`src/rtl/edd_pkg.sv`:
```
// ----------------------------------------------------------------------------
// edd_pkg
// Shared types and constants for the edit distance engine.
// ----------------------------------------------------------------------------
package edd_pkg;

  localparam int unsigned DistW  = 6;
  localparam int unsigned SymW   = 8;
  localparam logic [DistW-1:0] DistMax      = 6'd63;
  localparam logic [DistW-1:0] LimitDefault = 6'd2;

  typedef enum logic [2:0] {
    S_IDLE,
    S_CHECK,
    S_PREP,
    S_CELL,
    S_FINISH
  } edd_state_e;

  typedef struct packed {
    logic accept;   // load transfer this cycle
    logic calc;     // lengths settled, set up first row
    logic prep;     // start of a row
    logic cell_en;  // one cell of the current row
    logic finish;   // publish result, clear loader
  } edd_cmd_t;

  typedef struct packed {
    logic pair_closed;  // current item closes a word while the other is already closed
    logic empty;        // one of the words is empty
    logic row_last;     // current cell is the last of its row
    logic col_last;     // current row is the last row
  } edd_sts_t;

endpackage

```
`src/rtl/edd_ctrl.sv`:
```
// ----------------------------------------------------------------------------
// edd_ctrl
// Sequencer: load phase, row by row sweep of the distance table, result.
// ----------------------------------------------------------------------------
module edd_ctrl (
  input  logic              clk_i,
  input  logic              rst_ni,
  input  logic              start_i,
  input  edd_pkg::edd_sts_t sts_i,
  output edd_pkg::edd_cmd_t cmd_o,
  output logic              busy_o
);

  edd_pkg::edd_state_e state_q, state_d;

  always_ff @(posedge clk_i or negedge rst_ni) begin
    if (!rst_ni) begin
      state_q <= edd_pkg::S_IDLE;
    end else begin
      state_q <= state_d;
    end
  end

  always_comb begin
    state_d = state_q;
    unique case (state_q)
      edd_pkg::S_IDLE: begin
        if (start_i && sts_i.pair_closed) begin
          state_d = edd_pkg::S_CHECK;
        end
      end
      edd_pkg::S_CHECK: begin
        state_d = sts_i.empty ? edd_pkg::S_FINISH : edd_pkg::S_PREP;
      end
      edd_pkg::S_PREP: begin
        state_d = edd_pkg::S_CELL;
      end
      edd_pkg::S_CELL: begin
        if (sts_i.row_last) begin
          state_d = sts_i.col_last ? edd_pkg::S_FINISH : edd_pkg::S_PREP;
        end
      end
      edd_pkg::S_FINISH: begin
        state_d = edd_pkg::S_IDLE;
      end
      default: begin
        state_d = edd_pkg::S_IDLE;
      end
    endcase
  end

  always_comb begin
    cmd_o        = '0;
    busy_o       = 1'b1;
    unique case (state_q)
      edd_pkg::S_IDLE: begin
        busy_o       = 1'b0;
        cmd_o.accept = start_i;
      end
      edd_pkg::S_CHECK:  cmd_o.calc    = 1'b1;
      edd_pkg::S_PREP:   cmd_o.prep    = 1'b1;
      edd_pkg::S_CELL:   cmd_o.cell_en = 1'b1;
      edd_pkg::S_FINISH: cmd_o.finish  = 1'b1;
      default: begin
        busy_o = 1'b1;
      end
    endcase
  end

endmodule

```
`src/rtl/edd_datapath.sv`:
```
// ----------------------------------------------------------------------------
// edd_datapath
// Word stores, rolling row memory, cell update and result registers.
// ----------------------------------------------------------------------------
module edd_datapath #(
  parameter int unsigned MAX_LEN = 32
) (
  input  logic                        clk_i,
  input  logic                        rst_ni,
  input  edd_pkg::edd_cmd_t           cmd_i,
  output edd_pkg::edd_sts_t           sts_o,
  input  logic                        word_sel_i,
  input  logic [edd_pkg::SymW-1:0]    symbol_i,
  input  logic                        has_symbol_i,
  input  logic                        last_i,
  input  logic                        cfg_we_i,
  input  logic [edd_pkg::DistW-1:0]   cfg_data_i,
  output logic                        result_valid_o,
  output logic [edd_pkg::DistW-1:0]   distance_o,
  output logic                        is_close_o,
  output logic                        too_long_o
);

  localparam int unsigned LW = $clog2(MAX_LEN + 1);
  localparam int unsigned AW = (MAX_LEN > 1) ? $clog2(MAX_LEN) : 1;
  localparam int unsigned CW = (LW > edd_pkg::DistW) ? LW : edd_pkg::DistW;

  logic [edd_pkg::SymW-1:0] first_mem  [MAX_LEN];
  logic [edd_pkg::SymW-1:0] second_mem [MAX_LEN];
  logic [LW-1:0]            row_mem    [MAX_LEN+1];

  logic [LW-1:0] len1_q, len2_q;
  logic          done1_q, done2_q, ovf_q;
  logic [edd_pkg::DistW-1:0] limit_q;

  logic [LW-1:0] i_q, j_q, left_q, diag_q;
  logic [edd_pkg::SymW-1:0] frd_q, srd_q;
  logic [LW-1:0] row_rd_q;

  logic applies, closes_other, wr1, wr2, full1, full2;
  logic rd_en;
  logic [LW-1:0] row_raddr;
  logic [AW-1:0] s_raddr;
  logic [LW-1:0] up;
  logic [LW:0]   c_up, c_left, c_diag, c_min;
  logic [LW-1:0] dist_full;
  logic [CW-1:0] dist_ext;

  // loader
  assign applies      = word_sel_i ? !done2_q : !done1_q;
  assign closes_other = word_sel_i ? done1_q : done2_q;
  assign full1        = (len1_q >= LW'(MAX_LEN));
  assign full2        = (len2_q >= LW'(MAX_LEN));
  assign wr1 = cmd_i.accept && !word_sel_i && !done1_q && has_symbol_i && !full1;
  assign wr2 = cmd_i.accept &&  word_sel_i && !done2_q && has_symbol_i && !full2;

  assign sts_o.pair_closed = applies && last_i && closes_other;
  assign sts_o.empty       = (len1_q == '0) || (len2_q == '0);
  assign sts_o.row_last    = (j_q == len2_q);
  assign sts_o.col_last    = (i_q == len1_q);

  always_ff @(posedge clk_i or negedge rst_ni) begin
    if (!rst_ni) begin
      len1_q  <= '0;
      len2_q  <= '0;
      done1_q <= 1'b0;
      done2_q <= 1'b0;
      ovf_q   <= 1'b0;
      limit_q <= edd_pkg::LimitDefault;
    end else begin
      if (cfg_we_i) begin
        limit_q <= cfg_data_i;
      end
      if (cmd_i.finish) begin
        len1_q  <= '0;
        len2_q  <= '0;
        done1_q <= 1'b0;
        done2_q <= 1'b0;
        ovf_q   <= 1'b0;
      end else if (cmd_i.accept && applies) begin
        if (wr1) len1_q <= len1_q + 1'b1;
        if (wr2) len2_q <= len2_q + 1'b1;
        if (has_symbol_i && (word_sel_i ? full2 : full1)) begin
          ovf_q <= 1'b1;
        end
        if (last_i) begin
          if (word_sel_i) done2_q <= 1'b1;
          else            done1_q <= 1'b1;
        end
      end
    end
  end

  always_ff @(posedge clk_i) begin
    if (wr1) first_mem[len1_q[AW-1:0]] <= symbol_i;
    if (wr2) second_mem[len2_q[AW-1:0]] <= symbol_i;
  end

  // memory reads
  assign rd_en     = cmd_i.prep || (cmd_i.cell_en && !sts_o.row_last);
  assign row_raddr = cmd_i.prep ? LW'(1) : j_q + 1'b1;
  assign s_raddr   = cmd_i.prep ? '0 : j_q[AW-1:0];

  always_ff @(posedge clk_i) begin
    if (cmd_i.prep) begin
      frd_q <= first_mem[AW'(i_q - 1'b1)];
    end
    if (rd_en) begin
      srd_q    <= second_mem[s_raddr];
      row_rd_q <= row_mem[row_raddr];
    end
    if (cmd_i.cell_en) begin
      row_mem[j_q] <= c_min[LW-1:0];
    end
  end

  // cell update
  assign up     = (i_q == LW'(1)) ? j_q : row_rd_q;
  assign c_up   = {1'b0, up} + 1'b1;
  assign c_left = {1'b0, left_q} + 1'b1;
  assign c_diag = {1'b0, diag_q} + {{LW{1'b0}}, (frd_q != srd_q)};

  always_comb begin
    c_min = (c_up < c_left) ? c_up : c_left;
    if (c_diag < c_min) c_min = c_diag;
  end

  always_ff @(posedge clk_i or negedge rst_ni) begin
    if (!rst_ni) begin
      i_q <= '0;
      j_q <= '0;
    end else begin
      if (cmd_i.calc) begin
        i_q <= LW'(1);
      end else if (cmd_i.cell_en && sts_o.row_last && !sts_o.col_last) begin
        i_q <= i_q + 1'b1;
      end
      if (cmd_i.prep) begin
        j_q <= LW'(1);
      end else if (cmd_i.cell_en && !sts_o.row_last) begin
        j_q <= j_q + 1'b1;
      end
    end
  end

  always_ff @(posedge clk_i) begin
    if (cmd_i.prep) begin
      left_q <= i_q;
      diag_q <= i_q - 1'b1;
    end else if (cmd_i.cell_en) begin
      left_q <= c_min[LW-1:0];
      diag_q <= up;
    end
  end

  // result
  always_comb begin
    priority if (len1_q == '0) dist_full = len2_q;
    else if (len2_q == '0)      dist_full = len1_q;
    else                        dist_full = left_q;
  end
  assign dist_ext = CW'(dist_full);

  always_ff @(posedge clk_i or negedge rst_ni) begin
    if (!rst_ni) begin
      result_valid_o <= 1'b0;
    end else begin
      result_valid_o <= cmd_i.finish;
    end
  end

  always_ff @(posedge clk_i) begin
    if (cmd_i.finish) begin
      distance_o <= (dist_ext > CW'(edd_pkg::DistMax)) ? edd_pkg::DistMax
                                                       : dist_ext[edd_pkg::DistW-1:0];
      is_close_o <= (dist_ext <= CW'(limit_q));
      too_long_o <= ovf_q;
    end
  end

endmodule

```
`src/rtl/edit_distance_engine_top.sv`:
```
// ----------------------------------------------------------------------------
// edit_distance_engine_top
// Levenshtein distance between two loaded words, one result per word pair.
// ----------------------------------------------------------------------------
//  channel  | handshake                 | payload
//  ---------+---------------------------+------------------------------------
//  load     | start_i, busy_o           | word_sel_i symbol_i has_symbol_i last_i
//  config   | cfg_valid_i, cfg_ready_o  | cfg_data_i (close_limit)
//  result   | result_valid_o (strobe)   | distance_o is_close_o too_long_o
//
//  The load transfer closing the pair starts the sweep: busy through a check
//  step, then per row a prep step and one cell of the rolling row per cycle
//  through the row memory port, then a finish step (check and finish only
//  with an empty word); the result strobe follows as busy drops. After
//  reset the block is ready at once; results cannot be stalled.
// ----------------------------------------------------------------------------
module edit_distance_engine_top #(
  parameter int unsigned MAX_LEN = 32
) (
  input  logic       clk_i,
  input  logic       rst_ni,
  input  logic       start_i,
  output logic       busy_o,
  input  logic       word_sel_i,
  input  logic [7:0] symbol_i,
  input  logic       has_symbol_i,
  input  logic       last_i,
  input  logic       cfg_valid_i,
  output logic       cfg_ready_o,
  input  logic [5:0] cfg_data_i,
  output logic       result_valid_o,
  output logic [5:0] distance_o,
  output logic       is_close_o,
  output logic       too_long_o
);

  edd_pkg::edd_cmd_t cmd;
  edd_pkg::edd_sts_t sts;

  assign cfg_ready_o = !busy_o;

  edd_ctrl u_ctrl (
    .clk_i  (clk_i),
    .rst_ni (rst_ni),
    .start_i(start_i),
    .sts_i  (sts),
    .cmd_o  (cmd),
    .busy_o (busy_o)
  );

  edd_datapath #(
    .MAX_LEN(MAX_LEN)
  ) u_dp (
    .clk_i         (clk_i),
    .rst_ni        (rst_ni),
    .cmd_i         (cmd),
    .sts_o         (sts),
    .word_sel_i    (word_sel_i),
    .symbol_i      (symbol_i),
    .has_symbol_i  (has_symbol_i),
    .last_i        (last_i),
    .cfg_we_i      (cfg_valid_i && cfg_ready_o),
    .cfg_data_i    (cfg_data_i),
    .result_valid_o(result_valid_o),
    .distance_o    (distance_o),
    .is_close_o    (is_close_o),
    .too_long_o    (too_long_o)
  );

endmodule

```
`config.mk`:
```
export PLATFORM = sky130hd
export DESIGN_NAME = edit_distance_engine_top
export DESIGN_NICKNAME = d
export VERILOG_FILES = /design/src/rtl/edd_pkg.sv /design/src/rtl/edd_ctrl.sv /design/src/rtl/edd_datapath.sv /design/src/rtl/edit_distance_engine_top.sv
export SDC_FILE = /design/constraint.sdc
export NUM_CORES = 1
export LEC_CHECK = 0
export ABC_CLOCK_PERIOD_IN_PS = 16200
export BUFFER_PORTS_ARGS = -buffer_cell sky130_fd_sc_hd__buf_2
export CAP_MARGIN = 20
export CORE_ASPECT_RATIO = 1.75
export CORE_MARGIN = 2
export CORE_UTILIZATION = 50
export CTS_CLUSTER_SIZE = 28
export DETAILED_ROUTE_END_ITERATION = 6
export PLACE_DENSITY_LB_ADDON = 0.1
export SYNTH_ARGS = -nofsm -noshare
export SYNTH_HDL_FRONTEND = slang
export SYNTH_HIERARCHICAL = 1
export SYNTH_SLANG_ARGS = --single-unit
```
`constraint.sdc`:
```
create_clock -name clk_i -period 16.2 [get_ports clk_i]
set_input_delay 0.81 -clock clk_i [delete_from_list [all_inputs] [get_ports clk_i]]
set_output_delay 0.81 -clock clk_i [all_outputs]
set_load 0.02 [all_outputs]
```
==> impl_results.md <==
- RSZ-0062 raised after global routing: false
- P&R area growth vs syn: 10.5%
- CTS buffer count: 71
- Fin cells: 2775
- Worst-path clk slew: approximately 60 ps
- Ports: 32
- Sequential share of the synthesized area: 72.2%
- PwrDens: 134 nW/µm²
- Fin crit share: 45.0%
- Vias post-DR: 16620
- Max clock buf depth: 3
- Number of global-route vias before repair: 17290
- Unique masters post-synth: between 60 and 70
- Max cap viols: 0
- Crit path arrival time: 7650 ps
- CP dominant cell by count: ha_1
- Clock tree from TritonCTS: built
- # DRC: 0
- Hold-fix buffers, CTS: 0
- Setup crit end kind: register
- Initial core utilization: 50.6%
- Crit path time final: 7280 ps
- Hold Vio Cnt, Final: 0
- Routed WL per cell: 26.7 µm
- Vias/cell: 5.99
- Seq cells post-synth: 789
- YS warnings: 6
- Detail Route Antenna Nets: 0
- Clk_skew: 17.3 ps
- Mapped Nets: ~1900
- Crit Path Max Fanout: 35
- Worst-Margin Slew: 1040 ps
- RePlAce Congestion: 0.882
- Setup CP Type: register to register
- Largest net degree at the start of global routing: 67
- Total Power: 4810 µW
- DIE AREA: 67200 µm²
- Fmax: 137 MHz
- FF-to-FF End: u_dp/left_q[2]
- Status: finished clean
- Chain of cells forming the critical path: ha_1 > nor2b_1 > nand2_2 > o21ai_1 > ha_1 > nand3_1 > xor2_1 > o21ai_0 > ha_1 > a211oi_2 > nor2_1 > or3_1 > or2_1 > mux2_4 > inv_1 > ha_1 > a211oi_1 > o211ai_1 > nor2_1 > o21ai_0 > o311ai_4 > mux2_2 > mux2_2
- Clock tree sinks: 789
- Share of layout cells above drive strength 1: 20.5%
- Tightest Hold Check Type: input pin to asynchronous set/reset pin
- Die width: 197 µm
- Gr ovfl total: 0
- Placement Rows: 123
- Primary FF master, synth: edfxtp_1
- Iter 0 DRT Violations: 1237
- EDFF count, synth: 752
- Peak supply drop: 90.8 µV
- Final setup fails: 0
- Inserted Diodes: 0
- Die Y: 341 µm
- RR Startpoint: u_dp/i_q[0]
- Worst Setup Start Kind: register
- Post-route setup TNS: 0 ps
- Mapped Cells: 1868
- GRT Util Overall: 22.5%
- Final HPWL DP: roughly 48000 µm
- CP required: 16560 ps
- Commonest non-fill, non-tap cell in the layout: edfxtp_1
- FFs w/ async S/R, synth: 4.69%
- Worst Setup SP: u_dp/i_q[0]
- Slew Limit Fails: 0
- First-pass GRT wire length: around 110000 µm
- Cell total after placement: 2644
- Max_slew headroom: 30.4%
- CP max stage cell: dfrtp_4
- Nets@finish: 1963
- Skew-Pair Late Insertion Delay: 620 ps
- CORE AREA: 64300 µm²
- Post-Syn Area: 32500 µm²
- H-tree levels: 3
- Initial antenna violation count: 0
- Post-CTS Setup Bufs: 0
- R2R Setup Slk: around 8900 ps
- FF-to-FF path depth: 23
- Leak pwr: 0.0116 µW
- Port bufs: 31
- 1st-pass router iterations: 5
- CP max stage delay: 850 ps
- Highest-count cells in the layout ignoring fill and taps: edfxtp_1 (752), nor2_1 (182), mux4_2 (148), nand2_1 (85), clkbuf_16 (73)
- Drt total wl: 74200 µm
- Resize count post-CTS: 0
- Avg Cell Area, Syn: 17.4 µm²
- CTS Root Cell: clkbuf_16
## worst max-delay path by stage
stage | depth (start not counted) | end | slack (ps)
5_1_grt | 23 | u_dp/left_q[1] | 8450
2_1_floorplan | 27 | u_dp/left_q[3] | 9840
4_1_cts | 23 | u_dp/left_q[3] | 8660
3_5_place_dp | 23 | u_dp/left_q[3] | 8690
6_report | 23 | u_dp/left_q[2] | 8920
3_3_place_gp | 23 | u_dp/left_q[3] | 8870
## Yosys cell counts, types with 17 or more instances
cell type | count | area share (%)
mux2_2 | 44 | 1.5
a21oi_1 | 50 | 0.77
nand3_1 | 35 | 0.54
ha_1 | 34 | 1.3
xnor2_1 | 22 | 0.59
nand2_1 | 85 | 0.98
o21ai_0 | 24 | 0.37
dfrtp_1 | 36 | 2.8
edfxtp_1 | 752 | 69
xor2_1 | 30 | 0.81
buf_1 | 17 | 0.20
mux4_2 | 148 | 10
buf_2 | 22 | 0.34
mux2i_1 | 38 | 1.2
a31oi_1 | 20 | 0.38
inv_1 | 35 | 0.40
o22ai_1 | 39 | 0.75
nor2_1 | 183 | 2.1
nor2b_1 | 17 | 0.33
clkbuf_1 | 56 | 0.65
## power breakdown
part | internal [µW] | switching [µW]
logic | 325 | 428
registers | 2320 | 42.1
clock network | 965 | 725
total | 3610 | 1200
## sequential cells by signal (all words and copies together), names as in the netlist
register,cells
u_dp/first_mem,256
u_dp/second_mem,256
u_dp/row_mem,198
u_dp/frd_q,8
u_dp/srd_q,8
u_dp/diag_q,6
u_dp/distance_o,6
u_dp/i_q,6
u_dp/j_q,6
u_dp/left_q,6
u_dp/len1_q,6
u_dp/len2_q,6
u_dp/limit_q,6
u_dp/row_rd_q,6
u_ctrl/state_q,3
u_dp/done1_q,1
u_dp/done2_q,1
u_dp/is_close_o,1
u_dp/ovf_q,1
u_dp/result_valid_o,1
u_dp/too_long_o,1
## area by class of cell
type / count / area [µm²]
multi-input combinational: 941 / 8520
clock buffer: 93 / 1950
clock inverter: 35 / 368
fill: 5013 / 28400
inverter: 37 / 139
sequential: 789 / 23500
tap: 812 / 1020
timing repair buffer: 68 / 438
## metal layers
metal | vias up | GRT usage (%) | wire [µm]
met3 | 138 | 2.53 | 2540
met4 | 0 | 8.69 | 2570
li1 | 7460 | - | -
met2 | 407 | 42.5 | 41700
met1 | 8615 | 26.0 | 27400
met5 | - | 0 | 0
## worst max-delay path: cells and delay by family, from the launching register on
family	cells	cell delay [ps]
XOR/XNOR	1	160
AND/OR/NAND/NOR	7	1530
multiplexers	3	1380
flip-flops	1	850
buffers and inverters	1	60
adder cells (fa/ha/maj)	4	1140
AO/OA/AOI/OAI	7	1880
## stage by stage
| stage | hold WS [ps] | setup WS (ps) | area, µm² | utilization [%] |
|---|---|---|---|---|
| after detailed placement | 443 | 8690 | 33600 | 52.2 |
| final | 324 | 8920 | 35900 | 55.9 |
| after CTS | 324 | 8660 | 35900 | 55.8 |
| after floorplan | 425 | 9840 | 32500 | - |
| after global routing | 387 | 8450 | 35900 | 55.9 |
| after global placement | 439 | 8870 | 33600 | 52.2 |
## cell families after synthesis
group	after synthesis	share of synthesized area, %
compound gates	216	4.44
xor+xnor	52	1.40
fa+ha+maj	34	1.31
buf+inv	138	1.78
flops	789	72.2
mux	234	13.1
simple gates	405	5.71
No activity file was read; power rests on OpenSTA's default activity.
